`src/rtl/rtsl_pkg.sv`:
```
// ---------------------------------------------------------------------------
// rtsl_pkg
// Shared constants, pipeline word type and arctangent table for the
// RGB to TSL converter.
// ---------------------------------------------------------------------------
package rtsl_pkg;

  // output fraction bits of tint and saturation
  localparam int OUT_FRAC_BITS = 16;

  // CORDIC vectoring
  localparam int CORDIC_STEPS = 32;
  localparam int VEC_SCALE    = 48;
  localparam int XY_W         = 62;
  localparam int Z_W          = 36;
  localparam longint QUARTER_TURN = 64'd1073741824;

  // chroma difference and its square sums
  localparam int CHR_W = 11;
  localparam int TOP_W = 20;
  localparam int DEN_W = 22;

  // restoring divide top / den, one quotient bit per step
  localparam int DIV_STEPS = 2 * OUT_FRAC_BITS + 2;
  localparam int REM_W     = DEN_W + 1;
  localparam int Q_W       = DIV_STEPS;

  // integer square root, one result bit per step
  localparam int ROOT_W = OUT_FRAC_BITS + 1;
  localparam int SREM_W = ROOT_W + 3;

  // lightness: (32*lsum + 62) / 125 by reciprocal multiply,
  // exact for every numerator below 2^23
  localparam int LNUM_W      = 23;
  localparam int LQ_W        = 16;
  localparam int LIGHT_RECIP = 8589935;   // ceil(2^30 / 125)
  localparam int LIGHT_SH    = 30;
  localparam int LPROD_W     = 47;

  // total number of iterative pipeline steps
  localparam int NUM_STEPS = DIV_STEPS + ROOT_W;

  // output field widths
  localparam int TINT_W  = 16;
  localparam int SAT_W   = 17;
  localparam int LIGHT_W = 16;

  typedef struct packed {
    logic                     black;
    logic                     sat_one;
    logic                     cb_zero;
    logic                     cb_neg;
    logic signed [XY_W-1:0]   x;
    logic signed [XY_W-1:0]   y;
    logic signed [Z_W-1:0]    z;
    logic [DEN_W-1:0]         den;
    logic [REM_W-1:0]         drem;
    logic [Q_W-1:0]           q;
    logic [ROOT_W-1:0]        root;
    logic [SREM_W-1:0]        srem;
    logic [LNUM_W-1:0]        lnum;
    logic [LQ_W-1:0]          lq;
  } pipe_t;

  // atan(2^-i) / (2*pi) in units of 2^-32 turn
  function automatic logic [Z_W-1:0] atan_turn(input int i);
    logic [Z_W-1:0] v;
    case (i)
      0:  v = Z_W'(536870912);
      1:  v = Z_W'(316933406);
      2:  v = Z_W'(167458907);
      3:  v = Z_W'(85004756);
      4:  v = Z_W'(42667331);
      5:  v = Z_W'(21354465);
      6:  v = Z_W'(10679838);
      7:  v = Z_W'(5340245);
      8:  v = Z_W'(2670163);
      9:  v = Z_W'(1335087);
      10: v = Z_W'(667544);
      11: v = Z_W'(333772);
      12: v = Z_W'(166886);
      13: v = Z_W'(83443);
      14: v = Z_W'(41722);
      15: v = Z_W'(20861);
      16: v = Z_W'(10430);
      17: v = Z_W'(5215);
      18: v = Z_W'(2608);
      19: v = Z_W'(1304);
      20: v = Z_W'(652);
      21: v = Z_W'(326);
      22: v = Z_W'(163);
      23: v = Z_W'(81);
      24: v = Z_W'(41);
      25: v = Z_W'(20);
      26: v = Z_W'(10);
      27: v = Z_W'(5);
      28: v = Z_W'(3);
      29: v = Z_W'(1);
      30: v = Z_W'(1);
      default: v = '0;
    endcase
    return v;
  endfunction

endpackage

```
`src/rtl/rtsl_step.sv`:
```
// ---------------------------------------------------------------------------
// rtsl_step
// One pipeline stage: one CORDIC rotation, one divider quotient bit and one
// square-root result bit as STEP selects; the first stage also forms the
// lightness quotient by a reciprocal multiply.
// ---------------------------------------------------------------------------
module rtsl_step #(
  parameter int STEP = 0
) (
  input  logic           clk,
  input  logic           rst,
  input  logic           en,
  input  logic           in_valid,
  input  rtsl_pkg::pipe_t in_d,
  output logic           out_valid,
  output rtsl_pkg::pipe_t out_d
);
  import rtsl_pkg::*;

  localparam int SQ_I = (STEP >= DIV_STEPS && STEP < NUM_STEPS) ?
                        ROOT_W - 1 - (STEP - DIV_STEPS) : 0;
  localparam int SH   = (STEP < CORDIC_STEPS) ? STEP : 0;

  pipe_t d;

  always_comb begin
    logic signed [XY_W-1:0] dx;
    logic signed [XY_W-1:0] dy;
    logic [REM_W-1:0]       sh;
    logic [SREM_W-1:0]      rm;
    logic [SREM_W-1:0]      trial;
    logic [LPROD_W-1:0]     lprod;
    d  = in_d;
    dx = in_d.y >>> SH;
    dy = in_d.x >>> SH;
    sh = {in_d.drem[REM_W-2:0], 1'b0};
    rm = {in_d.srem[SREM_W-3:0], in_d.q[2*SQ_I +: 2]};
    trial = SREM_W'({in_d.root, 2'b01});
    lprod = '0;

    // CORDIC vectoring rotation
    if (STEP < CORDIC_STEPS) begin
      if (!in_d.y[XY_W-1]) begin
        d.x = in_d.x + dx;
        d.y = in_d.y - dy;
        d.z = in_d.z + $signed(atan_turn(STEP));
      end else begin
        d.x = in_d.x - dx;
        d.y = in_d.y + dy;
        d.z = in_d.z - $signed(atan_turn(STEP));
      end
    end

    // restoring divide
    if (STEP < DIV_STEPS) begin
      if (sh >= {1'b0, in_d.den}) begin
        d.drem = sh - {1'b0, in_d.den};
        d.q    = {in_d.q[Q_W-2:0], 1'b1};
      end else begin
        d.drem = sh;
        d.q    = {in_d.q[Q_W-2:0], 1'b0};
      end
    end

    // square root of the quotient, two bits in per step
    if (STEP >= DIV_STEPS && STEP < NUM_STEPS) begin
      if (rm >= trial) begin
        d.srem = rm - trial;
        d.root = {in_d.root[ROOT_W-2:0], 1'b1};
      end else begin
        d.srem = rm;
        d.root = {in_d.root[ROOT_W-2:0], 1'b0};
      end
    end

    // lightness divide by 125 as a reciprocal multiply
    if (STEP == 0) begin
      lprod = LPROD_W'(in_d.lnum) * LPROD_W'(LIGHT_RECIP);
      d.lq  = lprod[LIGHT_SH +: LQ_W];
    end
  end

  // stage register
  always_ff @(posedge clk) begin
    if (rst) begin
      out_valid <= 1'b0;
    end else if (en) begin
      out_valid <= in_valid;
    end
  end

  always_ff @(posedge clk) begin
    if (en) begin
      out_d <= d;
    end
  end

endmodule

```
`config.mk`:
```
export PLATFORM = sky130hd
export DESIGN_NAME = rtsl_step
export DESIGN_NICKNAME = d
export VERILOG_FILES = /design/src/rtl/rtsl_pkg.sv /design/src/rtl/rtsl_step.sv
export SDC_FILE = /design/constraint.sdc
export NUM_CORES = 1
export LEC_CHECK = 0
export BUFFER_PORTS_ARGS = -buffer_cell sky130_fd_sc_hd__buf_2
export CORE_MARGIN = 5
export CORE_UTILIZATION = 30
export CTS_BUF_LIST = sky130_fd_sc_hd__clkbuf_2
export DETAILED_ROUTE_END_ITERATION = 12
export PLACE_DENSITY_LB_ADDON = 0.2
export SLEW_MARGIN = 20
export SYNTH_ARGS = -nofsm -noshare
export SYNTH_HDL_FRONTEND = slang
export SYNTH_SLANG_ARGS = --single-unit
```
`constraint.sdc`:
```
create_clock -name clk -period 8.7 [get_ports clk]
set_clock_uncertainty 0.15 [all_clocks]
set_input_delay 1.74 -clock clk [delete_from_list [all_inputs] [get_ports clk]]
set_output_delay 1.74 -clock clk [all_outputs]
set_load 0.05 [all_outputs]
```
# [Word level (Yosys, flattened, before mapping)]
# Index checks and enable logic that the tools add are counted.
[totals] register_bits=320 elab_cells=26 out_inout_bits=320
[op_classes] magnitude_cmp=1 muxes=2 multipliers=1 addsub=6
[ops] cell="160-bit two-way mux" n=1
[ops] cell="62-bit subtractor" n=2
[ops] cell="62-bit adder" n=1
[ops] cell="57-bit two-way mux" n=1
[ops] cell="23-bit by 24-bit multiplier with 46-bit output (second input constant)" n=1
[ops] cell="36-bit by 31-bit adder with 36-bit output (second input constant)" n=1
[ops] cell="36-bit by 31-bit subtractor with 36-bit output (second input constant)" n=1
[ops] cell="23-bit by 22-bit greater-or-equal comparator with 1-bit output" n=1
[ops] cell="23-bit by 22-bit subtractor with 23-bit output" n=1

# [Longest topological paths before layout]
[logic_depth] ltp_word=2 depth_mapped=26 ltp_nobuf=26

# [Least setup slack after synthesis]
# No wires, ideal clock.
[synth_timing] kind="in2reg" start="in in_d[36] in the netlist's numbering" end="reg out_d[13] in the netlist's numbering, data pin" path_slack_ns=1.116 path_buffers=0 arrival_ns=7.179 t_required_ns=8.295 path_stages=22 setup_ns=0.255 cell_sequence="fa_1 fa_1 inv_1 fa_1 inv_1 fa_1 fa_1 fa_1 inv_1 fa_1 inv_1 ha_1 a21o_1 a31oi_1 nand4b_1 a211oi_1 a211o_1 a21oi_1 o21a_1 a21oi_1 o21ai_0 and3_1"
[synth_rtl] item="from (decl)" line="rtsl_step.sv:14" rtl="input rtsl_pkg::pipe_t in_d,"
[synth_rtl] item="to (signal assigned)" line="rtsl_step.sv:94" rtl="out_d <= d;"
[synth_rtl] item="to (decl)" line="rtsl_step.sv:16" rtl="output rtsl_pkg::pipe_t out_d"

==> summary.md <==
| Metric | Value |
|---|---|
| Warnings from Yosys | 0 |
| Cells resized by post-CTS repair | 0 |
| Total routed wirelength | 124000 µm |
| Fraction of the mapped netlist area in compound gates | 0.182 |
| End of the worst register-to-register path | out_valid$_SDFFE_PP0P_ |
| Vertical die dimension | 333 µm |
| Setup Crit Path Kind | in2reg |
| Hold path endpoint | out_valid$_SDFFE_PP0P_ |
| Area growth from synthesis to layout | 17.5% |
| Bufs on Longest Clock Path | 3 |
| Min-delay worst type | reg2reg |
| Sequential share of the synthesized area | 0.307 |
| Standard cell area after detailed placement | 0.0358 mm² |
| Highest fanout seen on the critical path | 3 |
| Half-perimeter wire length after placement | 103000 µm |
| Total Routing Usage GR | 0.215 |
| Number of iterations in the first detailed-routing pass | 6 |
| Most frequent cells in the layout | sky130_fd_sc_hd__buf_2 (622), sky130_fd_sc_hd__inv_1 (503), sky130_fd_sc_hd__ha_1 (447) |
| Finished layout cell area | 0.0367 mm² |
| Number of clock buffers inserted by TritonCTS | 97 |
| Kind of end point of the critical path | register |
| Post-CTS setup buffers | 0 |
| Number of synthesized flops with an enable pin | 318 |
| Via count | 27000 |
| Launch point of the worst hold path | out_valid$_SDFFE_PP0P_ |
| Initial Util | 0.302 |
| Worst r2r path cells | 2 |
| Unrepaired setup endpoints after global routing | no |
| DRC marker count from the first detailed-route iteration | 2177 |
| TritonCTS sink count | 319 |
| Final cell count without fillers | 5353 |
| Prevailing post-synth register cell | sky130_fd_sc_hd__edfxtp_1 |
| Standard-cell rows | 118 |
| Headroom to the max-slew limit | 0.357 |
| Total of endpoints with negative setup slack in the final report | 0 |
| Count of pins on the block boundary | 643 |
| Cells on Worst Hold Path | 2 |
| Number of distinct library cells after synthesis | 102 |
| Areal power density over the cells | 229 mW/mm² |
| Count of buffers from port buffering | 624 |
| Full die area | 0.111 mm² |
| Share of cell area taken by muxes after synthesis | 0.0138 |
| Post-Syn Area per Cell | 9.65 µm² |
| FMAX | 139 MHz |
| Final GP Congestion | 0.966 |
| Core area | 0.103 mm² |
| # fillers | 10900 |
| IR drop worst, VDD | 238 µV |
| Global-route wire length before repair | 180000 µm |
| Htree depth | 3 |
| Type of origin of the critical path | input port |
| Arrival time of data at the critical path endpoint | 8.00 ns |
| Register-to-register setup slack | 7.96 ns |
| Clock transition at the register clock pins on the worst setup and hold paths after CTS | 0.10 ns |
| Leftover overflow at the end of global routing | 0 |
| Master cell of the clock root buffer | sky130_fd_sc_hd__clkbuf_2 |
| Largest net degree at the start of global routing | 151 |
| Post-Synth Simple-Gate Area | 0.0955 |
| Final Hold Vio Count | 0 |
| Worst slack on hold paths | 0.356 ns |
| DRC violations left | 0 |
| Transition time of the tightest slew-check pin | 0.965 ns |
| Fraction of the cycle the final worst path needs | 0.826 |
| Leak Pwr | 0.0172 µW |
| Synth Instances | 3234 |
| Data required time at the worst endpoint | 9.51 ns |
| Main combinational cell family by area after synthesis | adder cells |
| Cell Count Post-Placement | 5153 |
| Share of cells above drive strength 1 | 0.220 |
| Launch instance of the worst register-to-register path | out_valid$_SDFFE_PP0P_ |
| TritonCTS clock tree | yes |
| CTS hold repair buffers | 0 |
| Mapped cell area | 0.0312 mm² |
| Number of antenna violations at the first check in global routing | 46 |
| Fraction of the mapped netlist area in adder cells | 0.282 |
| Mean routed wirelength per cell | 23.2 µm |
| Clock latency on the worst-skew pair | 1.15 ns |
| Most common cell after layout, fill and taps aside | sky130_fd_sc_hd__buf_2 |
| Total of flip-flops plus latches after synthesis | 319 |
| DR vias/cell | 5.04 |
| Proportion of synthesized flip-flops having asynchronous set or reset | 0 |
| Net Count, Synth | 4164 |
| Max-cap viol count | 0 |
| Result of the run | complete, no violations |
| Fraction of synthesized cell area in xor and xnor cells | 0.0441 |
| Post-layout net count | 4802 |
| Die width | 333 µm |
| Post-DRT Antenna Nets | 0 |
| Max-slew violation count | 0 |
| Vias in the first global route | 26700 |
| Setup TNS after final layout | 0 ns |
| Final critical-path required period | 7.18 ns |
-- per-stage QoR --
step                power (µW)  utilization  worst slack [ns]
floorplan                 5730            -              1.12
global placement          7250        0.345             0.342
detailed placement        7260        0.345             0.307
CTS                       8540        0.354              1.68
global route              9230        0.354              1.45
finish                    8390        0.354              1.52
-- layout make-up --
| type | count | area, µm² | share of cell area |
|---|---|---|---|
| Clock buffer | 144 | 721 | 0.0197 |
| Inverter | 515 | 1940 | 0.0528 |
| Sequential cell | 319 | 9570 | 0.261 |
| Timing Repair Buffer | 641 | 3280 | 0.0893 |
| Antenna cell | 25 | 62.6 | 0.00171 |
| Multi-Input combinational cell | 2298 | 19200 | 0.525 |
| Tap cell | 1380 | 1730 | 0.0471 |
| Clock inverter | 31 | 134 | 0.00365 |
-- registers in the layout, indices dropped and copies added, names as in the netlist --
name,flops
out_valid,1
out_d,318
-- worst max-delay path by stage --
stage | from | to | slack (ns) | depth (start not counted)
after CTS | in_d[36] | out_d[13]$_DFFE_PP_ | 1.68 | 24
after floorplan | in_d[36] | out_d[13]$_DFFE_PP_ | 1.12 | 22
after global placement | in_d[36] | out_d[13]$_DFFE_PP_ | 0.34 | 24
after global routing | in_d[36] | out_d[13]$_DFFE_PP_ | 1.45 | 24
final | in_d[36] | out_d[13]$_DFFE_PP_ | 1.52 | 24
after detailed placement | in_d[36] | out_d[13]$_DFFE_PP_ | 0.31 | 24
-- per-layer routing --
metal,part of all wire,up-vias,GRT usage
li1,-,12700,-
met1,0.41,13000,0.273
met2,0.47,1051,0.359
met3,0.092,178,0.0667
met4,0.023,24,0.0534
met5,0.0012,-,0
-- synth_stat cells, types with 23 or more instances --
cell / n / area (µm²)
sky130_fd_sc_hd__a21o_1: 54 / 405
sky130_fd_sc_hd__xnor2_1: 136 / 1190
sky130_fd_sc_hd__nand2_1: 135 / 507
sky130_fd_sc_hd__inv_1: 504 / 1890
sky130_fd_sc_hd__mux2i_1: 34 / 340
sky130_fd_sc_hd__o21ai_0: 148 / 741
sky130_fd_sc_hd__a31oi_1: 27 / 169
sky130_fd_sc_hd__edfxtp_1: 318 / 9550
sky130_fd_sc_hd__o21bai_1: 68 / 510
sky130_fd_sc_hd__clkbuf_1: 49 / 184
sky130_fd_sc_hd__o21a_1: 30 / 225
sky130_fd_sc_hd__ha_1: 447 / 5590
sky130_fd_sc_hd__nand4_1: 51 / 319
sky130_fd_sc_hd__nor2_1: 211 / 792
sky130_fd_sc_hd__o31ai_1: 27 / 203
sky130_fd_sc_hd__nor3_1: 45 / 225
sky130_fd_sc_hd__buf_2: 28 / 140
sky130_fd_sc_hd__nand3_1: 23 / 115
sky130_fd_sc_hd__nor2b_1: 30 / 188
sky130_fd_sc_hd__o21ai_1: 26 / 130
sky130_fd_sc_hd__a21oi_1: 325 / 1630
sky130_fd_sc_hd__fa_1: 160 / 3200
-- logic make-up (layout without fill, tap and decap cells) --
logic type,count (synthesis),in the layout
XOR/XNOR,157,157
multiplexers,42,42
flip-flops,319,319
other,0,25
AND/OR/NAND/NOR,612,612
adder cells (fa/ha/maj),607,607
buffers and inverters,617,1331
AO/OA/AOI/OAI,880,880
-- power by group --
| group | total, µW | internal [µW] | switching, µW |
|---|---|---|---|
| Combinational | 5160 | 1850 | 3310 |
| Sequential | 2060 | 2000 | 65.4 |
| Clock | 1170 | 446 | 720 |
-- critical path, stage by stage --
cell and delay, ns:
sky130_fd_sc_hd__buf_2 0.12, sky130_fd_sc_hd__fa_1 0.64, sky130_fd_sc_hd__inv_1 0.09, sky130_fd_sc_hd__fa_1 0.51, sky130_fd_sc_hd__inv_1 0.05, sky130_fd_sc_hd__fa_1 0.38
sky130_fd_sc_hd__fa_1 0.55, sky130_fd_sc_hd__fa_1 0.43, sky130_fd_sc_hd__fa_1 0.49, sky130_fd_sc_hd__inv_1 0.05, sky130_fd_sc_hd__fa_1 0.47, sky130_fd_sc_hd__inv_1 0.04
sky130_fd_sc_hd__ha_1 0.28, sky130_fd_sc_hd__a21o_1 0.16, sky130_fd_sc_hd__a31oi_1 0.23, sky130_fd_sc_hd__nand4b_1 0.14, sky130_fd_sc_hd__a211oi_1 0.34, sky130_fd_sc_hd__buf_4 0.20
sky130_fd_sc_hd__a211o_1 0.19, sky130_fd_sc_hd__a21oi_1 0.13, sky130_fd_sc_hd__o21a_1 0.22, sky130_fd_sc_hd__a21oi_1 0.22, sky130_fd_sc_hd__o21ai_0 0.10, sky130_fd_sc_hd__and3_1 0.19
(Power assumes the default switching activity.)
